==> config.mk <==
export PLATFORM = sky130hd
export DESIGN_NAME = nsp_controller
export DESIGN_NICKNAME = d
export VERILOG_FILES = /design/src/design/nsp_pkg.sv /design/src/design/nsp_controller.sv
export SDC_FILE = /design/constraint.sdc
export NUM_CORES = 1
export LEC_CHECK = 0
export BUFFER_PORTS_ARGS = -buffer_cell sky130_fd_sc_hd__buf_4
export CAP_MARGIN = 20
export CORE_MARGIN = 1.5
export CORE_UTILIZATION = 50
export DETAILED_ROUTE_END_ITERATION = 8
export HOLD_SLACK_MARGIN = 0.06
export PLACE_DENSITY = 0.73
export SYNTH_ARGS = -nofsm -noshare
export SYNTH_HDL_FRONTEND = slang
export SYNTH_SLANG_ARGS = --single-unit
==> constraint.sdc <==
create_clock -name clk -period 3.9 [get_ports clk]
set_clock_uncertainty 0.15 [all_clocks]
set_input_delay 0.195 -clock clk [delete_from_list [all_inputs] [get_ports clk]]
set_output_delay 0.195 -clock clk [all_outputs]
set_load 0.05 [all_outputs]
==> src/design/nsp_pkg.sv <==
// Shared types, codes and widths for the nearest segment projector.
package nsp_pkg;

    localparam logic [1:0] ACT_CLEAR = 2'd0;
    localparam logic [1:0] ACT_LOAD  = 2'd1;
    localparam logic [1:0] ACT_QUERY = 2'd2;

    localparam int unsigned BASE_LIMIT_METRES = 10000000;

    // Quotient of one foot offset never exceeds |d| < 2^32.
    localparam int Q_BITS    = 33;
    localparam int NUM_W     = 100;
    localparam int DIV_CNT_W = 6;

    typedef struct packed {
        logic [1:0]         action;
        logic signed [31:0] coord_ax;
        logic signed [31:0] coord_ay;
        logic signed [31:0] coord_bx;
        logic signed [31:0] coord_by;
    } nsp_req_t;

    typedef struct packed {
        logic               found;
        logic [9:0]         segment_index;
        logic signed [31:0] foot_x;
        logic signed [31:0] foot_y;
        logic [62:0]        distance_sq;
    } nsp_rsp_t;

    typedef enum logic [4:0] {
        OP_NONE,
        OP_CLEAR,
        OP_LOAD,
        OP_QUERY_INIT,
        OP_MUL_LIM,
        OP_LIM_SET,
        OP_READ,
        OP_SETUP,
        OP_MUL_DXDX,
        OP_MUL_DYDY,
        OP_MUL_WXDX,
        OP_MUL_WYDY,
        OP_LEN_SET,
        OP_LEN_ADD,
        OP_DOT_SET,
        OP_DOT_ADD,
        OP_MUL_LO,
        OP_MUL_HI,
        OP_NUM_SET,
        OP_NUM_ADD,
        OP_NUM_FIN,
        OP_DIV_INIT,
        OP_DIV_STEP,
        OP_FOOT,
        OP_ERR,
        OP_MUL_EXEX,
        OP_MUL_EYEY,
        OP_DSQ_SET,
        OP_DSQ_ADD,
        OP_UPDATE,
        OP_NEXT,
        OP_RESULT
    } nsp_op_t;

    typedef struct packed {
        nsp_op_t op;
        logic    axis;   // 0: x, 1: y
    } nsp_cmd_t;

    typedef struct packed {
        logic scan_done;
        logic zero_len;
        logic off_seg;
        logic div_last;
    } nsp_status_t;

endpackage

==> src/design/nsp_controller.sv <==
// Controller: issues clear and load commands and sequences the per-segment projection steps of a query.
module nsp_controller
    import nsp_pkg::*;
(
    input  logic        clk,
    input  logic        rst_n,
    input  logic        start,
    input  logic [1:0]  action,
    input  nsp_status_t status,
    output logic        busy,
    output nsp_cmd_t    cmd
);

    typedef enum logic [4:0] {
        ST_IDLE, ST_LIM_MUL, ST_LIM_SET, ST_CHECK, ST_SETUP,
        ST_M_DXDX, ST_LEN_SET, ST_M_DYDY, ST_LEN_ADD,
        ST_M_WXDX, ST_DOT_SET, ST_M_WYDY, ST_DOT_ADD, ST_DOT_TEST,
        ST_M_LO, ST_NUM_SET, ST_M_HI, ST_NUM_ADD, ST_NUM_FIN,
        ST_DIV_INIT, ST_DIV_STEP, ST_FOOT,
        ST_ERR, ST_M_EXEX, ST_DSQ_SET, ST_M_EYEY, ST_DSQ_ADD, ST_UPDATE, ST_NEXT
    } state_t;

    state_t state_reg, state_next;
    logic   axis_reg, axis_next;
    nsp_op_t op;

    always_comb
    begin
        state_next = state_reg;
        axis_next  = axis_reg;
        op         = OP_NONE;
        unique case (state_reg)
            ST_IDLE:
            begin
                if (start)
                begin
                    unique case (action)
                        ACT_CLEAR: op = OP_CLEAR;
                        ACT_LOAD:  op = OP_LOAD;
                        ACT_QUERY:
                        begin
                            op         = OP_QUERY_INIT;
                            state_next = ST_LIM_MUL;
                        end
                        default:   op = OP_NONE;
                    endcase
                end
            end
            ST_LIM_MUL:  begin op = OP_MUL_LIM;  state_next = ST_LIM_SET; end
            ST_LIM_SET:  begin op = OP_LIM_SET;  state_next = ST_CHECK;   end
            ST_CHECK:
            begin
                if (status.scan_done)
                begin
                    op         = OP_RESULT;
                    state_next = ST_IDLE;
                end
                else
                begin
                    op         = OP_READ;
                    state_next = ST_SETUP;
                end
            end
            ST_SETUP:
            begin
                op         = OP_SETUP;
                state_next = status.zero_len ? ST_NEXT : ST_M_DXDX;
            end
            ST_M_DXDX:   begin op = OP_MUL_DXDX; state_next = ST_LEN_SET; end
            ST_LEN_SET:  begin op = OP_LEN_SET;  state_next = ST_M_DYDY;  end
            ST_M_DYDY:   begin op = OP_MUL_DYDY; state_next = ST_LEN_ADD; end
            ST_LEN_ADD:  begin op = OP_LEN_ADD;  state_next = ST_M_WXDX;  end
            ST_M_WXDX:   begin op = OP_MUL_WXDX; state_next = ST_DOT_SET; end
            ST_DOT_SET:  begin op = OP_DOT_SET;  state_next = ST_M_WYDY;  end
            ST_M_WYDY:   begin op = OP_MUL_WYDY; state_next = ST_DOT_ADD; end
            ST_DOT_ADD:  begin op = OP_DOT_ADD;  state_next = ST_DOT_TEST; end
            ST_DOT_TEST:
            begin
                axis_next  = 1'b0;
                state_next = status.off_seg ? ST_NEXT : ST_M_LO;
            end
            ST_M_LO:     begin op = OP_MUL_LO;   state_next = ST_NUM_SET;  end
            ST_NUM_SET:  begin op = OP_NUM_SET;  state_next = ST_M_HI;     end
            ST_M_HI:     begin op = OP_MUL_HI;   state_next = ST_NUM_ADD;  end
            ST_NUM_ADD:  begin op = OP_NUM_ADD;  state_next = ST_NUM_FIN;  end
            ST_NUM_FIN:  begin op = OP_NUM_FIN;  state_next = ST_DIV_INIT; end
            ST_DIV_INIT: begin op = OP_DIV_INIT; state_next = ST_DIV_STEP; end
            ST_DIV_STEP:
            begin
                op = OP_DIV_STEP;
                if (status.div_last)
                    state_next = ST_FOOT;
            end
            ST_FOOT:
            begin
                op = OP_FOOT;
                if (axis_reg)
                    state_next = ST_ERR;
                else
                begin
                    axis_next  = 1'b1;
                    state_next = ST_M_LO;
                end
            end
            ST_ERR:      begin op = OP_ERR;      state_next = ST_M_EXEX;  end
            ST_M_EXEX:   begin op = OP_MUL_EXEX; state_next = ST_DSQ_SET; end
            ST_DSQ_SET:  begin op = OP_DSQ_SET;  state_next = ST_M_EYEY;  end
            ST_M_EYEY:   begin op = OP_MUL_EYEY; state_next = ST_DSQ_ADD; end
            ST_DSQ_ADD:  begin op = OP_DSQ_ADD;  state_next = ST_UPDATE;  end
            ST_UPDATE:   begin op = OP_UPDATE;   state_next = ST_NEXT;    end
            ST_NEXT:     begin op = OP_NEXT;     state_next = ST_CHECK;   end
            default:     state_next = ST_IDLE;
        endcase
    end

    always_ff @(posedge clk or negedge rst_n)
    begin
        if (!rst_n)
        begin
            state_reg <= ST_IDLE;
            axis_reg  <= 1'b0;
        end
        else
        begin
            state_reg <= state_next;
            axis_reg  <= axis_next;
        end
    end

    assign busy     = (state_reg != ST_IDLE);
    assign cmd.op   = op;
    assign cmd.axis = axis_reg;

endmodule

-- After elaboration in Yosys (flattened, before gate mapping)
Cells that the tools add are included.
- reduce and logical (&&, ||, !) cells: 6
- multiplexer cells: 13
- equal/unequal tests: 33
- operators with widths (kind ; count):
    5-bit one-hot mux with 28 select lines ; 2
    5-bit equality test, second input constant ; 13
    5-bit by 4-bit equality test with 1-bit output, second input constant ; 8
    5-bit two-way mux ; 7
    5-bit by 3-bit equality test with 1-bit output, second input constant ; 4
    5-bit by 2-bit equality test with 1-bit output, second input constant ; 2
    2-bit one-hot mux with 3 select lines ; 1
    5-bit by 1-bit equality test with 1-bit output, second input constant ; 1
    5-bit zero test ; 1
    5-bit nonzero test ; 1
    2-bit != test, second input constant ; 2
    3-bit two-way mux ; 1
    3-bit AND reduction ; 1
    2-bit by 1-bit equality test with 1-bit output, second input constant ; 1
    2-bit equality test, second input constant ; 1
    2-bit zero test ; 1
    2-bit two-way mux ; 1
    2-bit by 1-bit != test with 1-bit output, second input constant ; 1
    1-bit one-hot mux with 2 select lines ; 1
    2-bit nonzero test ; 1
    2-bit OR reduction ; 1
- logic and storage cells: 54
- output and inout port bits: 7
- bits in registers: 6
- bits of input ports: 9

-- Logic depth before layout (Yosys ltp)
Gate-level depths: netlist (run 1).
- depth in word-level cells: 4
- mapped depth: 6
- depth with buffers taken out: 6

-- Worst setup path after synthesis (run 1)
No wires, ideal clock.
- path kind: register to output
- start: register state_reg[1]
- end: output port cmd[1] in the netlist's numbering
- required time: 3.555 ns
- slack: 1.788 ns
- cell stages (with the launch flop): 6
- data arrival time: 1.767 ns
- buffers on the path: 1
- cell sequence: dfrtp_1 -> buf_6 -> nor2_2 -> nand3_2 -> or3b_1 -> nand4_1
- RTL lines (element ; line ; source):
    start: declaration ; nsp_controller.sv:23 ; state_t state_reg, state_next;
    start signal: assignment ; nsp_controller.sv:125 ; state_reg <= state_next;
    end: declaration ; nsp_controller.sv:11 ; output nsp_cmd_t cmd

==> impl_metrics.yaml, run 1 <==
timing:
  timing.slew.headroom_pct: 38.7
  max_freq_mhz: 410
  rsz0062_at_grt: "false"
  final.setup.tns_ns: 0
  fin_crit_sh_pct: 62.5
  finalHoldViolCount: 0
  setup_ws_ns: 1.46
  min_period_ns: 2.44
  setup-violations-final: 0
  maxSlewViolCount: 0
  tightest_slew_ns: 0.919
global_route:
  gr-total-overflow: 0
  grt_first_pass_wirelength_mm: 3.11
  grt_max_degree: 28
  first_global_vias: 664
  track_usage_pct: 22.0
  antenna_found_initial: 0
synth:
  syn_inst: 100
  ys_seq_area_share_pct: 19.1
  synth_edf_count: 0
  avgSynthCellArea_um2: 7.86
  yosys_warnings: 0
  syn-cell-area_um2: 786
  synth.net_count: 110
  synth_ff_type: "dfrtp_1"
  ys_types: 43
  synth_seq_cells: 6
  synth-async-reset-ratio_pct: 100
routing:
  via_per_inst: 6.45
  drt_iter0_drc: 25
  num_vias: 793
  firstDrtPassIters: 4
  drt_wl_total_mm: 1.86
  antenna_left: 0
  routedWlPerCell_um: 15.1
  drcViolationCount: 0
finish:
  fill_cells: 144
  drive_above_1_share_pct: 28.0
  largest_register_ffs: 5
  postLayoutCoreUtil_pct: 57.6
  finalNetCount: 119
  insertedDiodeCount: 0
  syn2layout_area_growth_pct: 9.08
placed_design:
  place_hpwl_mm: 1.24
  io_buffers: 15
  place_congestion: 0.787
  dp_slack_ns: 1.73
clock_network:
  cts_sinks: 6
  clk_latency_ns: 0.25
  cts_tree: "yes"
  htree_levels: 1
  cts_setup_buffers: 0
  cts.clk_slew.worst_paths_ns: 0.05
  numCtsBuffers: 3
  cts_root_buffer: "clkbuf_4"
  cts.path.max_buffers: 2
critical_path:
  worstSetupEndpointType: "primary output"
  cpMaxStageDelayCell: "dfrtp_1"
  crit_type: "reg -> out"
  critPathLaunchType: "flip-flop"
  critPathBufInv: 1
  cp.arrival_ns: 2.09
  critPathMaxStageDelay_ns: 0.71
  critical_path.top_delay_family: "simple AND/OR/NAND/NOR gates"
  path_max_fanout: 27
  path_cells: "nor2_4 > nand3_2 > or3b_1 > nand4_1 > buf_4"
  required_ns: 3.56
floorplanning:
  pin_count: 16
  die_h_um: 42.6
  num_rows: 14
  dieArea_mm2: 0.00182
  start_util_pct: 52.8
  core_mm2: 0.00149
  die_w_um: 42.6
status:
  status: "finished clean"
hold_path:
  hold_class: "in -> async"
run:
  maxCapViolations: 0
cells in the mapped netlist, types with 2 or more instances:
master	number	share of area, %
a31oi_1	5	4.0
nand2_1	6	2.9
a22oi_1	2	1.9
a21oi_1	6	3.8
o21ai_0	5	3.2
nor2_1	8	3.8
nand4_1	3	2.4
buf_4	4	3.8
inv_1	3	1.4
o22ai_1	3	2.4
nand3_1	3	1.9
inv_2	2	0.96
o21ai_1	4	2.5
buf_6	4	5.7
o211ai_1	2	1.9
a21o_1	2	1.9
buf_2	3	1.9
o31ai_1	2	1.9
nor2b_1	2	1.6
dfrtp_1	6	19
nand2b_1	3	2.4
logic make-up after synthesis:
kind of cell               synth area share, %
AOI/OAI and AO/OA                         35.8
buffers and inverters                     14.3
adders and majority gates                 1.59
xor gates and xnor gates                  1.11
DFF                                       19.1
and+or+nand+nor                           28.0
placed cells by master, fill, tap and decap left out, drive strengths merged, types with 2 or more instances in the layout:
| master | n |
|---|---|
| nand2b | 4 |
| nor2 | 10 |
| inv | 5 |
| o21ai | 9 |
| a22oi | 2 |
| clkbuf | 3 |
| a31oi | 5 |
| buf | 15 |
| nor4 | 2 |
| a21o | 2 |
| dfrtp | 6 |
| nand2 | 7 |
| o22ai | 3 |
| nor4b | 2 |
| nor2b | 2 |
| nand3 | 4 |
| o31ai | 2 |
| nand4 | 3 |
| o211ai | 2 |
| a21oi | 6 |
path summary, 6_finish.rpt:
kind                            cells past startpoint      endpoint  slack, ns    startpoint
worst max-delay path                                5        cmd[1]       1.46  state_reg[4]
worst max register to register                      4  state_reg[4]       1.95  state_reg[2]
min in group clk                                    3  state_reg[0]       0.14     status[0]
max in group asynchronous                           2  state_reg[4]       3.34         rst_n
worst min register to register                      2      axis_reg       0.49      axis_reg
worst min-delay path                                2  state_reg[3]       0.14         rst_n
cell type report:
class                   count  area [µm²]  area share [%]
clock buffers               3        22.5            2.63
repair buffers             16         123            14.3
flip-flops and latches      6         150            17.5
multi-input cells          77         523            61.0
well taps                  16        20.0            2.34
inverters                   5        18.8            2.19
metal layers:
metal  up-vias  GRT usage [%]  routed length, µm
met1       367           31.4                853
li1        388              -                  -
met5         -              0                  0
met2        36           33.6                866
met4         0           7.50                 14
met3         2           3.02                120
repair_timing:
item	in CTS	in global routing
endpoints found under the hold margin	6	0
resized for setup	0	0
hold buffers	1	0
through the flow:
| step | cells | hold WS [ns] | instance area [µm²] |
|---|---|---|---|
| after floorplan | 100 | -0.251 | 786 |
| after global placement | 119 | -0.148 | 825 |
| after detailed placement | 119 | -0.143 | 825 |
| after CTS | 123 | 0.127 | 857 |
| after global routing | 123 | 0.132 | 857 |
| final | 123 | 0.136 | 857 |
Power of run 1 is not shown: default switching activity piles up to over one toggle a cycle in this logic, so the estimate is an artifact.
==> inputs of run 2 (changes only) <==
==> constraint.sdc (replaced) <==
create_clock -name clk -period 2.4 [get_ports clk]
set_clock_uncertainty 0.15 [all_clocks]
set_input_delay 0.12 -clock clk [delete_from_list [all_inputs] [get_ports clk]]
set_output_delay 0.12 -clock clk [all_outputs]
set_load 0.05 [all_outputs]
==> run 2 against run 1 <==
  * Final area increased by 5.5%
  * Cell count increased by 4.9%
  * Critical path depth is the same
  * Count of clock-buffer cells in the layout is the same
  * Worst hold slack worse by 0.072 ns
  * Sequential cell count unchanged
  * Die area did not move
  * Non-clock buffer count is 6 higher
  * First-iteration DRC count grew 4.0%
  * Sequential share of layout area fell by 0.92 points
  * Via count is 7.1% higher
  * Setup slack got worse by 1.3 ns
==> impl_metrics.yaml, run 2 (synthesized netlist as in run 1, its figures left out) <==
timing:
  rsz0062_at_grt: "false"
  final.setup.tns_ns: 0
  max_freq_mhz: 447
  timing.slew.headroom_pct: 46.6
  fin_crit_sh_pct: 93.3
  min_period_ns: 2.24
  setup-violations-final: 0
  maxSlewViolCount: 0
  finalHoldViolCount: 0
  tightest_slew_ns: 0.801
floorplanning:
  die_h_um: 42.6
  die_w_um: 42.6
  core_mm2: 0.00149
  num_rows: 14
  pin_count: 16
  start_util_pct: 52.8
  dieArea_mm2: 0.00182
critical_path:
  r2r-end: "state_reg[4]"
  worstSetupEndpointType: "primary output"
  rrSetupSlack_ns: 0.50
  path_cells: "nor4b_4 > a2111oi_2 > a311oi_1 > a21o_1 > buf_4"
  required_ns: 2.13
  critPathLaunchType: "flip-flop"
  critical_path.top_delay_family: "flip-flops"
  cp.arrival_ns: 1.97
  crit_type: "reg -> out"
  ff2ff_path_depth: 4
  cpMaxStageDelayCell: "dfrtp_1"
  critPathMaxStageDelay_ns: 0.66
  rr_startpoint: "state_reg[4]"
  path_max_fanout: 22
  critPathBufInv: 1
global_route:
  antenna_found_initial: 0
  track_usage_pct: 22.8
  gr-total-overflow: 0
  grt_max_degree: 23
  first_global_vias: 717
  grt_first_pass_wirelength_mm: 3.15
clock_network:
  cts_root_buffer: "clkbuf_4"
  cts_tree: "yes"
  htree_levels: 1
  clk_latency_ns: 0.25
  cts_sinks: 6
  cts.clk_slew.worst_paths_ns: 0.05
  cts.path.max_buffers: 2
  numCtsBuffers: 3
finish:
  insertedDiodeCount: 0
  drive_above_1_share_pct: 31.0
  largest_register_ffs: 5
  layout_common_cells: "buf_4 (20), nor2_1 (8), nand2_1 (6), a21oi_1 (6), dfrtp_1 (6)"
  finalNetCount: 125
  syn2layout_area_growth_pct: 15.1
  stdcell_count: 129
  mostFrequentLayoutCell: "buf_4"
routing:
  drt_wl_total_mm: 1.92
  drcViolationCount: 0
  via_per_inst: 6.58
  firstDrtPassIters: 4
  antenna_left: 0
  routedWlPerCell_um: 14.9
  drt_iter0_drc: 26
  num_vias: 849
hold_path:
  hold_class: "in -> async"
placed_design:
  io_buffers: 15
  place_congestion: 0.836
  place_inst: 124
  place_hpwl_mm: 1.35
status:
  status: "finished clean"
run:
  maxCapViolations: 0
run 2: cell types whose count changed in the layout (fill, tap and decap cells not counted):
| cell | delta |
|---|---|
| buf_4 | +5 |
| dlygate4sd3_1 | +1 |
run 2: what timing repair did:
action / in CTS / in global routing
hold buffers: 2 / 0
setup endpoints to repair: 0 / 0
setup buffers: 0 / 0
gates resized for setup: 0 / 0
endpoints found under the hold margin: 7 / 0
run 2: final cells by class:
type,count,area [µm²]
Clock buffer,3,22.5
Tap cell,16,20.0
Sequential cell,6,150
Multi-Input combinational cell,77,523
Inverter,5,18.8
Timing Repair Buffer,22,170
Fill cell,141,584
run 2: how the worst max path moves through the flow:
stage | from | to | slack, ns | depth (start not counted)
after global placement | state_reg[3] | cmd[1] | 0.44 | 5
final | state_reg[3] | cmd[2] | 0.16 | 5
after CTS | state_reg[3] | cmd[1] | 0.17 | 5
after detailed placement | state_reg[3] | cmd[1] | 0.44 | 5
after global routing | state_reg[3] | cmd[1] | 0.001 | 5
after floorplan | state_reg[1] | cmd[1] | 0.36 | 5
run 2: per-layer routing:
metal	GRT usage (%)	share of wire [%]	up-vias
li1	-	-	403
met1	31.2	43	390
met2	35.8	47	56
met3	7.76	10	0
met4	1.88	0	0
met5	0	0	-
run 2: metrics by stage:
step / utilization [%] / area (µm²) / hold WS [ns] / setup slack, ns
floorplan: - / 786 / -0.326 / 0.363
global placement: 57.9 / 862 / -0.220 / 0.444
detailed placement: 57.9 / 862 / -0.220 / 0.444
CTS: 60.8 / 905 / 0.0641 / 0.173
global route: 60.8 / 905 / 0.0651 / 0.00119
finish: 60.8 / 905 / 0.0639 / 0.161
Power of run 2 is left out for the same reason.
